**src/design/stuffed_frame_receiver_crc32_top_defines.svh**
```systemverilog
// ----------------------------------------------------------------------------
// Assertion macros for the stuffed frame receiver
// Concurrent assertion shorthands used at the end of the top level.
// ----------------------------------------------------------------------------
`ifndef STUFFED_FRAME_RECEIVER_CRC32_TOP_DEFINES_SVH
`define STUFFED_FRAME_RECEIVER_CRC32_TOP_DEFINES_SVH

`ifndef NO_ASSERTIONS
`define SFRC_ASSERT_NOW(label, clk, rst_n, pre, post) \
  label: assert property (@(posedge clk) disable iff (!rst_n) (pre) |-> (post)) \
    else $error("assertion failed");
`define SFRC_ASSERT_NEXT(label, clk, rst_n, pre, post) \
  label: assert property (@(posedge clk) disable iff (!rst_n) (pre) |=> (post)) \
    else $error("assertion failed");
`else
`define SFRC_ASSERT_NOW(label, clk, rst_n, pre, post)
`define SFRC_ASSERT_NEXT(label, clk, rst_n, pre, post)
`endif

`endif

```
**src/design/sfrc_pkg.sv**
```systemverilog
// ----------------------------------------------------------------------------
// Stuffed frame receiver package
// Framing constants, CRC-32 constants and field widths.
// ----------------------------------------------------------------------------
package sfrc_pkg;

  localparam int unsigned ByteW   = 8;
  localparam int unsigned IndexW  = 12;
  localparam int unsigned CountW  = 13;
  localparam int unsigned CrcW    = 32;
  localparam int unsigned TailLen = 4;

  localparam logic [ByteW-1:0]  FlagByte = 8'h7E;
  localparam logic [ByteW-1:0]  EscByte  = 8'h7D;
  localparam logic [ByteW-1:0]  EscXor   = 8'h20;

  localparam logic [CrcW-1:0]   CrcPoly  = 32'hEDB8_8320;
  localparam logic [CrcW-1:0]   CrcInit  = 32'hFFFF_FFFF;
  localparam logic [CrcW-1:0]   CrcXorOut = 32'hFFFF_FFFF;

  localparam logic [CountW-1:0] MaxFrameBytes = 13'd4096;
  localparam logic [CountW-1:0] LimitReset    = 13'd4096;
  localparam logic [CountW-1:0] CrcLagBytes   = 13'd4;

  localparam logic KindByte = 1'b0;
  localparam logic KindEnd  = 1'b1;

  typedef logic [ByteW-1:0] byte_t;

endpackage

```
**src/design/sfrc_crc_byte.sv**
```systemverilog
// ----------------------------------------------------------------------------
// Byte-wide CRC-32 update
// Folds one byte into a reflected CRC-32 register value.
// ----------------------------------------------------------------------------
module sfrc_crc_byte import sfrc_pkg::*; (
  input  logic [CrcW-1:0] crc_i,
  input  byte_t           data_i,
  output logic [CrcW-1:0] crc_o
);

  always_comb begin
    logic [CrcW-1:0] c;
    c = crc_i ^ {{(CrcW-ByteW){1'b0}}, data_i};
    for (int k = 0; k < ByteW; k++) begin
      if (c[0]) begin
        c = (c >> 1) ^ CrcPoly;
      end else begin
        c = c >> 1;
      end
    end
    crc_o = c;
  end

endmodule

```
**src/design/stuffed_frame_receiver_crc32_top.sv**
```systemverilog
// ----------------------------------------------------------------------------
// Stuffed frame receiver with CRC-32 check
// Removes byte stuffing from a flag-delimited link stream and checks the CRC.
// ----------------------------------------------------------------------------
// Usage: raw link bytes enter on the in channel (in_valid_i, in_ready_o,
// rx_byte_i), one transaction per byte. Each byte yields zero or one result
// on the out channel: a frame byte with its index, or an end of frame report
// with the stored length and a good flag. Marker and idle bytes give nothing.
// The frame_limit register is written through the cfg channel, which is
// always ready; write it only while the block is idle.
// A result appears on out_valid_o in the cycle after its byte is accepted.
// Throughput is one byte per cycle while the receiver takes results, set by
// the single byte-wide CRC and unstuffing stage feeding the result register.
// When the receiver stalls, the result register holds its transaction and
// in_ready_o stays high only while that register is empty or being emptied in the
// same cycle, so no result is lost or repeated.
// Reset puts the block in the idle state waiting for a flag, with
// frame_limit at 4096 and the result register empty.
// ----------------------------------------------------------------------------
module stuffed_frame_receiver_crc32_top import sfrc_pkg::*; (
  input  logic              clk_i,
  input  logic              rst_ni,
  input  logic              in_valid_i,
  output logic              in_ready_o,
  input  logic [ByteW-1:0]  rx_byte_i,
  output logic              out_valid_o,
  input  logic              out_ready_i,
  output logic              out_kind_o,
  output logic [ByteW-1:0]  out_byte_o,
  output logic [IndexW-1:0] out_index_o,
  output logic [CountW-1:0] frame_length_o,
  output logic              frame_good_o,
  input  logic              cfg_valid_i,
  output logic              cfg_ready_o,
  input  logic [CountW-1:0] frame_limit_i
);

`include "stuffed_frame_receiver_crc32_top_defines.svh"

  logic [CountW-1:0] limit_q;
  logic              in_frame_q, in_frame_d;
  logic              esc_q, esc_d;
  logic              ovf_q, ovf_d;
  logic [CountW-1:0] cnt_q, cnt_d;
  logic [CrcW-1:0]   crc_q, crc_d, crc_next;
  byte_t             tail_q [TailLen];
  byte_t             tail_d [TailLen];

  logic              out_valid_q;
  logic              out_kind_q, out_kind_d;
  byte_t             out_byte_q, out_byte_d;
  logic [IndexW-1:0] out_index_q, out_index_d;
  logic [CountW-1:0] frame_length_q, frame_length_d;
  logic              frame_good_q, frame_good_d;

  logic              in_accept;
  logic              emit;
  logic              store_req;
  byte_t             store_val;
  logic [CountW-1:0] eff_limit;

  assign cfg_ready_o = 1'b1;
  assign in_ready_o  = !out_valid_q || out_ready_i;
  assign in_accept   = in_valid_i && in_ready_o;
  assign eff_limit   = (limit_q > MaxFrameBytes) ? MaxFrameBytes : limit_q;

  sfrc_crc_byte u_crc (
    .crc_i  (crc_q),
    .data_i (tail_q[TailLen-1]),
    .crc_o  (crc_next)
  );

  always_comb begin
    in_frame_d     = in_frame_q;
    esc_d          = esc_q;
    ovf_d          = ovf_q;
    cnt_d          = cnt_q;
    crc_d          = crc_q;
    tail_d         = tail_q;
    emit           = 1'b0;
    store_req      = 1'b0;
    store_val      = rx_byte_i;
    out_kind_d     = KindByte;
    out_byte_d     = '0;
    out_index_d    = '0;
    frame_length_d = '0;
    frame_good_d   = 1'b0;

    if (in_accept) begin
      if (!in_frame_q) begin
        if (rx_byte_i == FlagByte) begin
          in_frame_d = 1'b1;
          esc_d      = 1'b0;
          ovf_d      = 1'b0;
          cnt_d      = '0;
          crc_d      = CrcInit;
          for (int i = 0; i < TailLen; i++) begin
            tail_d[i] = '0;
          end
        end
      end else if (esc_q) begin
        esc_d     = 1'b0;
        store_req = 1'b1;
        store_val = rx_byte_i ^ EscXor;
      end else if (rx_byte_i == EscByte) begin
        esc_d = 1'b1;
      end else if (rx_byte_i == FlagByte) begin
        in_frame_d     = 1'b0;
        emit           = 1'b1;
        out_kind_d     = KindEnd;
        frame_length_d = cnt_q;
        frame_good_d   = !ovf_q && (cnt_q >= CrcLagBytes) &&
                         ((crc_q ^ CrcXorOut) ==
                          {tail_q[0], tail_q[1], tail_q[2], tail_q[3]});
      end else begin
        store_req = 1'b1;
      end
    end

    if (store_req && !ovf_q) begin
      if (cnt_q >= eff_limit) begin
        ovf_d = 1'b1;
      end else begin
        if (cnt_q >= CrcLagBytes) begin
          crc_d = crc_next;
        end
        for (int i = TailLen - 1; i > 0; i--) begin
          tail_d[i] = tail_q[i-1];
        end
        tail_d[0]   = store_val;
        cnt_d       = cnt_q + 1'b1;
        emit        = 1'b1;
        out_kind_d  = KindByte;
        out_byte_d  = store_val;
        out_index_d = cnt_q[IndexW-1:0];
      end
    end
  end

  always_ff @(posedge clk_i or negedge rst_ni) begin
    if (!rst_ni) begin
      limit_q     <= LimitReset;
      in_frame_q  <= 1'b0;
      esc_q       <= 1'b0;
      ovf_q       <= 1'b0;
      cnt_q       <= '0;
      crc_q       <= CrcInit;
      out_valid_q <= 1'b0;
    end else begin
      if (cfg_valid_i && cfg_ready_o) begin
        limit_q <= frame_limit_i;
      end
      in_frame_q <= in_frame_d;
      esc_q      <= esc_d;
      ovf_q      <= ovf_d;
      cnt_q      <= cnt_d;
      crc_q      <= crc_d;
      if (emit) begin
        out_valid_q <= 1'b1;
      end else if (out_ready_i) begin
        out_valid_q <= 1'b0;
      end
    end
  end

  always_ff @(posedge clk_i) begin
    tail_q <= tail_d;
    if (emit) begin
      out_kind_q     <= out_kind_d;
      out_byte_q     <= out_byte_d;
      out_index_q    <= out_index_d;
      frame_length_q <= frame_length_d;
      frame_good_q   <= frame_good_d;
    end
  end

  assign out_valid_o    = out_valid_q;
  assign out_kind_o     = out_kind_q;
  assign out_byte_o     = out_byte_q;
  assign out_index_o    = out_index_q;
  assign frame_length_o = frame_length_q;
  assign frame_good_o   = frame_good_q;

  `SFRC_ASSERT_NOW(a_count_bounded, clk_i, rst_ni, 1'b1, cnt_q <= MaxFrameBytes)
  `SFRC_ASSERT_NOW(a_no_escape_idle, clk_i, rst_ni, !in_frame_q, !esc_q)
  `SFRC_ASSERT_NOW(a_byte_fields, clk_i, rst_ni, out_valid_q && out_kind_q == KindByte,
                   frame_length_q == '0 && !frame_good_q)
  `SFRC_ASSERT_NEXT(a_emit_shows, clk_i, rst_ni, emit, out_valid_q)

endmodule

```
**config.mk**
```make
export PLATFORM = sky130hd
export DESIGN_NAME = stuffed_frame_receiver_crc32_top
export DESIGN_NICKNAME = d
export VERILOG_FILES = /design/src/design/sfrc_pkg.sv /design/src/design/sfrc_crc_byte.sv /design/src/design/stuffed_frame_receiver_crc32_top.sv
export VERILOG_INCLUDE_DIRS = /design/src /design/src/design
export SDC_FILE = /design/constraint.sdc
export NUM_CORES = 1
export LEC_CHECK = 0
export BUFFER_PORTS_ARGS = -buffer_cell sky130_fd_sc_hd__buf_2
export CAP_MARGIN = 20
export CORE_ASPECT_RATIO = 1.4
export CORE_UTILIZATION = 55
export DETAILED_ROUTE_END_ITERATION = 7
export PLACE_DENSITY = 0.8
export SYNTH_ARGS = -nofsm -noshare
export SYNTH_HDL_FRONTEND = slang
export SYNTH_SLANG_ARGS = --single-unit
```
**constraint.sdc**
```tcl
create_clock -name clk_i -period 4.61 [get_ports clk_i]
set_input_delay 0.2305 -clock clk_i [delete_from_list [all_inputs] [get_ports clk_i]]
set_output_delay 0.2305 -clock clk_i [all_outputs]
set_load 0.005 [all_outputs]
```
==> summary.md <==
| Metric | Value |
|---|---|
| Outcome | `complete, no violations` |
| Maxcap violations | `0` |
| Period Utilization, post-route | `0.699` |
| # setup viols final | `0` |
| Max frequency | `310 MHz` |
| Die ar. | `~0.013 mm2` |
| Yosys Warn Count | `0` |
| Antenna diodes | `0` |
| WL per Instance | `18.8 um` |
| Starting Density | `0.566` |
| CTS max path bufs | `2` |
| EDFF count, synth | `35` |
| Top_reg_cell synth | `edfxtp_1` |
| Initial DRC count | `between 200 and 300` |
| Clk_lat worst skew | `approximately 420 ps` |
| Post-layout min period | `about 3200 ps` |
| Mapped cell area | `between 0.006 and 0.007 mm2` |
| Fill count | `950` |
| Routed WL | `about 16000 um` |
| CP startpoint kind | `flip-flop` |
| Share of total power in combinational logic | `0.507` |
| P&R area growth vs syn | `14.8%` |
| WP data arrival | `roughly 3500 ps` |
| P per Cell Area | `between 900 and 1000 mW/mm2` |
| Register share of total power | `0.302` |
| Final core utilization | `0.650` |
| Syn Inst Count | `~620` |
| Post-CTS Hold Buffers | `0` |
| Largest area contributor in the netlist | `edfxtp_1` |
| Final Max Tran Viols | `0` |
| Mean Syn Cell Area | `10.9 um2` |
| DR vias/cell | `slightly below 6` |
| Root Buffer | `clkbuf_16` |
| Dpl cells | `between 700 and 800` |
| Unique cell type count in the Yosys netlist | `56` |
| Crit end category | `flip-flop` |
| Worst EP required | `just under 5000 ps` |
| Number of global-route vias before repair | `~5000` |
| Count of final hold-check violations | `0` |
| Worst Skew | `approximately 8 ps` |
| Ys async rst share | `0.481` |
| Post-synthesis sequential area ratio | `0.488` |
| Core Rows | `47` |
| Worst-margin pin slew | `~970 ps` |
| Number of routed nets with antenna violations | `0` |
| VDD IR-drop max | `about 0.00078 V` |
| CTS Sinks | `129` |
| Worst Path Class, Setup | `flip-flop to flip-flop` |
| Via count | `slightly below 5000` |
| RD Place Congestion | `roughly 0.86` |
| Worst hold margin | `approximately 18 ps` |
| DRC | `0` |
| Port bufs | `62` |
| P_int | `~4200 uW` |
| Largest net degree at the start of global routing | `63` |
| Syn nets | `between 600 and 700` |
| Inserted Clock Buffers | `17` |
| Fraction of power spent switching nets | `0.397` |
| Clock power frac | `0.191` |
| TritonCTS clock tree | `built` |
| Proportion of netlist area held by the largest area contributor | `0.156` |
| Antenna violations before repair | `0` |
| First-pass DRT Iterations | `5` |
| Psw | `approximately 2800 uW` |
| Relative slew slack | `0.351` |
| Finished Layout Cells | `slightly above 800` |
| Core area | `between 0.01 and 0.015 mm2` |
| First-pass GRT wire length | `~25000 um` |
| Die H | `~130 um` |
| Die width | `around 95 um` |
| RSZ-0062 raised after global routing | `no` |
| H-tree Lvls | `4` |
| I/O pin count | `64` |
| Share of post-route cells with drive strength above 1 | `0.244` |
| Worst hold-check path type | `primary input to asynchronous set/reset pin` |
| Setup TNS Final | `0 ps` |
| Post-cts resize count | `0` |
| Grt total ovfl | `0` |
| Leakage power | `roughly 0.0034 uW` |
| Yosys reg bits | `129` |
| Clk slew on worst S/H paths | `about 60 ps` |
| Overall Global Routing Usage | `0.267` |
| Fin nets | `~720` |
| Hpwl dp | `approximately 11000 um` |
| Critical Path Fanout Max | `24` |
| Post-CTS setup buffers | `0` |
| Synth top area cells | `edfxtp_1 16%, dfstp_2 13%, dfrtp_1 11%` |
[power by group through the flow]
stage / logic (uW) / registers [uW] / clock network (uW)
after floorplan: 2890 / 1990 / 0
after global placement: 3400 / 2090 / 0
after detailed placement: 3490 / 2100 / 0
after CTS: 3560 / 2090 / 1350
after global routing: 3840 / 2140 / 1400
final: 3530 / 2100 / 1330
[final timing paths]
path,from,end,slack [ps],cells past startpoint
hold / removal,rst_ni,limit_q[0]$_DFFE_PN0P_,20,2
setup / recovery,limit_q[12]$_DFFE_PN1P_,tail_q[15]$_DFF_P_,1390,9
setup reg to reg,limit_q[12]$_DFFE_PN1P_,tail_q[15]$_DFF_P_,1390,9
hold reg to reg,tail_q[10]$_DFF_P_,tail_q[10]$_DFF_P_,500,2
max in group asynchronous,rst_ni,limit_q[2]$_DFFE_PN0P_,4080,2
min in group clk_i,frame_limit_i[8],limit_q[8]$_DFFE_PN0P_,40,2
[Yosys cell counts (9+ instances only)]
library cell	n
mux2_2	13
clkbuf_1	25
xnor2_1	46
inv_1	12
mux2i_1	32
nor2_1	46
and2_1	13
nor4_1	9
o21ai_0	28
and3_1	20
nand2_1	49
edfxtp_1	35
dfrtp_1	29
dfxtp_1	32
ha_1	18
nand3_1	34
dfstp_2	33
xor2_1	40
[state kept, by name, indices dropped and copies added, names as in the netlist, 8 cells and up]
signal          flops
tail_q             32
frame_length_o     13
out_byte_o          8
cnt_q              13
limit_q            13
out_index_o        12
crc_q              32
[cells in the final DEF (no fill, tap or decap), types with 3 or more instances in the layout]
| cell type | netlist | layout |
|---|---|---|
| a21o_1 | 8 | 8 |
| a21oi_1 | 8 | 8 |
| a221o_1 | 8 | 8 |
| and2_1 | 13 | 13 |
| and3_1 | 20 | 20 |
| buf_2 | 4 | 62 |
| buf_4 | 1 | 8 |
| clkbuf_16 | 0 | 17 |
| clkinv_4 | 0 | 6 |
| dfrtp_1 | 29 | 29 |
| dfstp_2 | 33 | 33 |
| dfxtp_1 | 32 | 32 |
| edfxtp_1 | 35 | 35 |
| ha_1 | 18 | 18 |
| inv_1 | 12 | 12 |
| inv_6 | 0 | 3 |
| mux2_2 | 13 | 13 |
| mux2i_1 | 32 | 32 |
| nand2_1 | 49 | 49 |
| nand2b_1 | 4 | 4 |
| nand3_1 | 34 | 34 |
| nand4_1 | 8 | 8 |
| nor2_1 | 46 | 46 |
| nor2b_1 | 4 | 4 |
| nor3_1 | 5 | 5 |
| nor4_1 | 9 | 9 |
| o21ai_0 | 28 | 28 |
| o31ai_1 | 4 | 4 |
| or2_2 | 3 | 3 |
| or3_1 | 3 | 3 |
| or4_1 | 5 | 5 |
| xnor2_1 | 46 | 46 |
| xor2_1 | 40 | 40 |
| xor2_4 | 4 | 4 |
[layer usage]
layer / vias to the layer above / track usage / share of wire
li1: 2275 / - / -
met1: 2381 / 0.304 / 0.37
met2: 176 / 0.440 / 0.52
met3: 63 / 0.0592 / 0.048
met4: 0 / 0.177 / 0.052
met5: - / 0 / 0
[metrics by stage]
stage / setup slack [ps] / total power [uW] / instance area [um2]
3_5_place_dp: 1470 / 5590 / 7130
4_1_cts: 1440 / 6990 / 7720
6_report: 1390 / 6960 / 7720
2_1_floorplan: 1250 / 4870 / 6730
3_3_place_gp: 1640 / 5490 / 7130
5_1_grt: 1180 / 7380 / 7720
[cell families (layout without fill, tap and decap cells)]
kind of cell    Yosys count  count (layout)  share of synthesized area
simple gates            211             211                      0.158
flops                   129             129                      0.488
xor+xnor                 96              96                      0.147
compound gates           70              70                     0.0731
mux                      45              45                     0.0694
buf+inv                  45             114                     0.0298
fa+ha+maj                18              18                     0.0335
other cells               1               1                   0.000558
[final cells by class]
type	instances	area, um2	share of cell area
clock buffer	18	429	0.0556
clock inverter	14	159	0.0206
inverter	12	45.0	0.00583
multi-input combinational	441	3250	0.421
sequential	129	3280	0.425
tap	147	184	0.0238
timing repair buffer	70	370	0.0480
[worst max-delay path: stages (launching register included)]
cell	delay (ps)
dfstp_2	520
inv_1	170
nand2_1	130
ha_1	240
a21oi_1	200
o21a_1	160
nand3_1	430
nor2_1	700
buf_4	380
o21ai_0	150
Note: power is estimated with default switching activity, not from simulation.
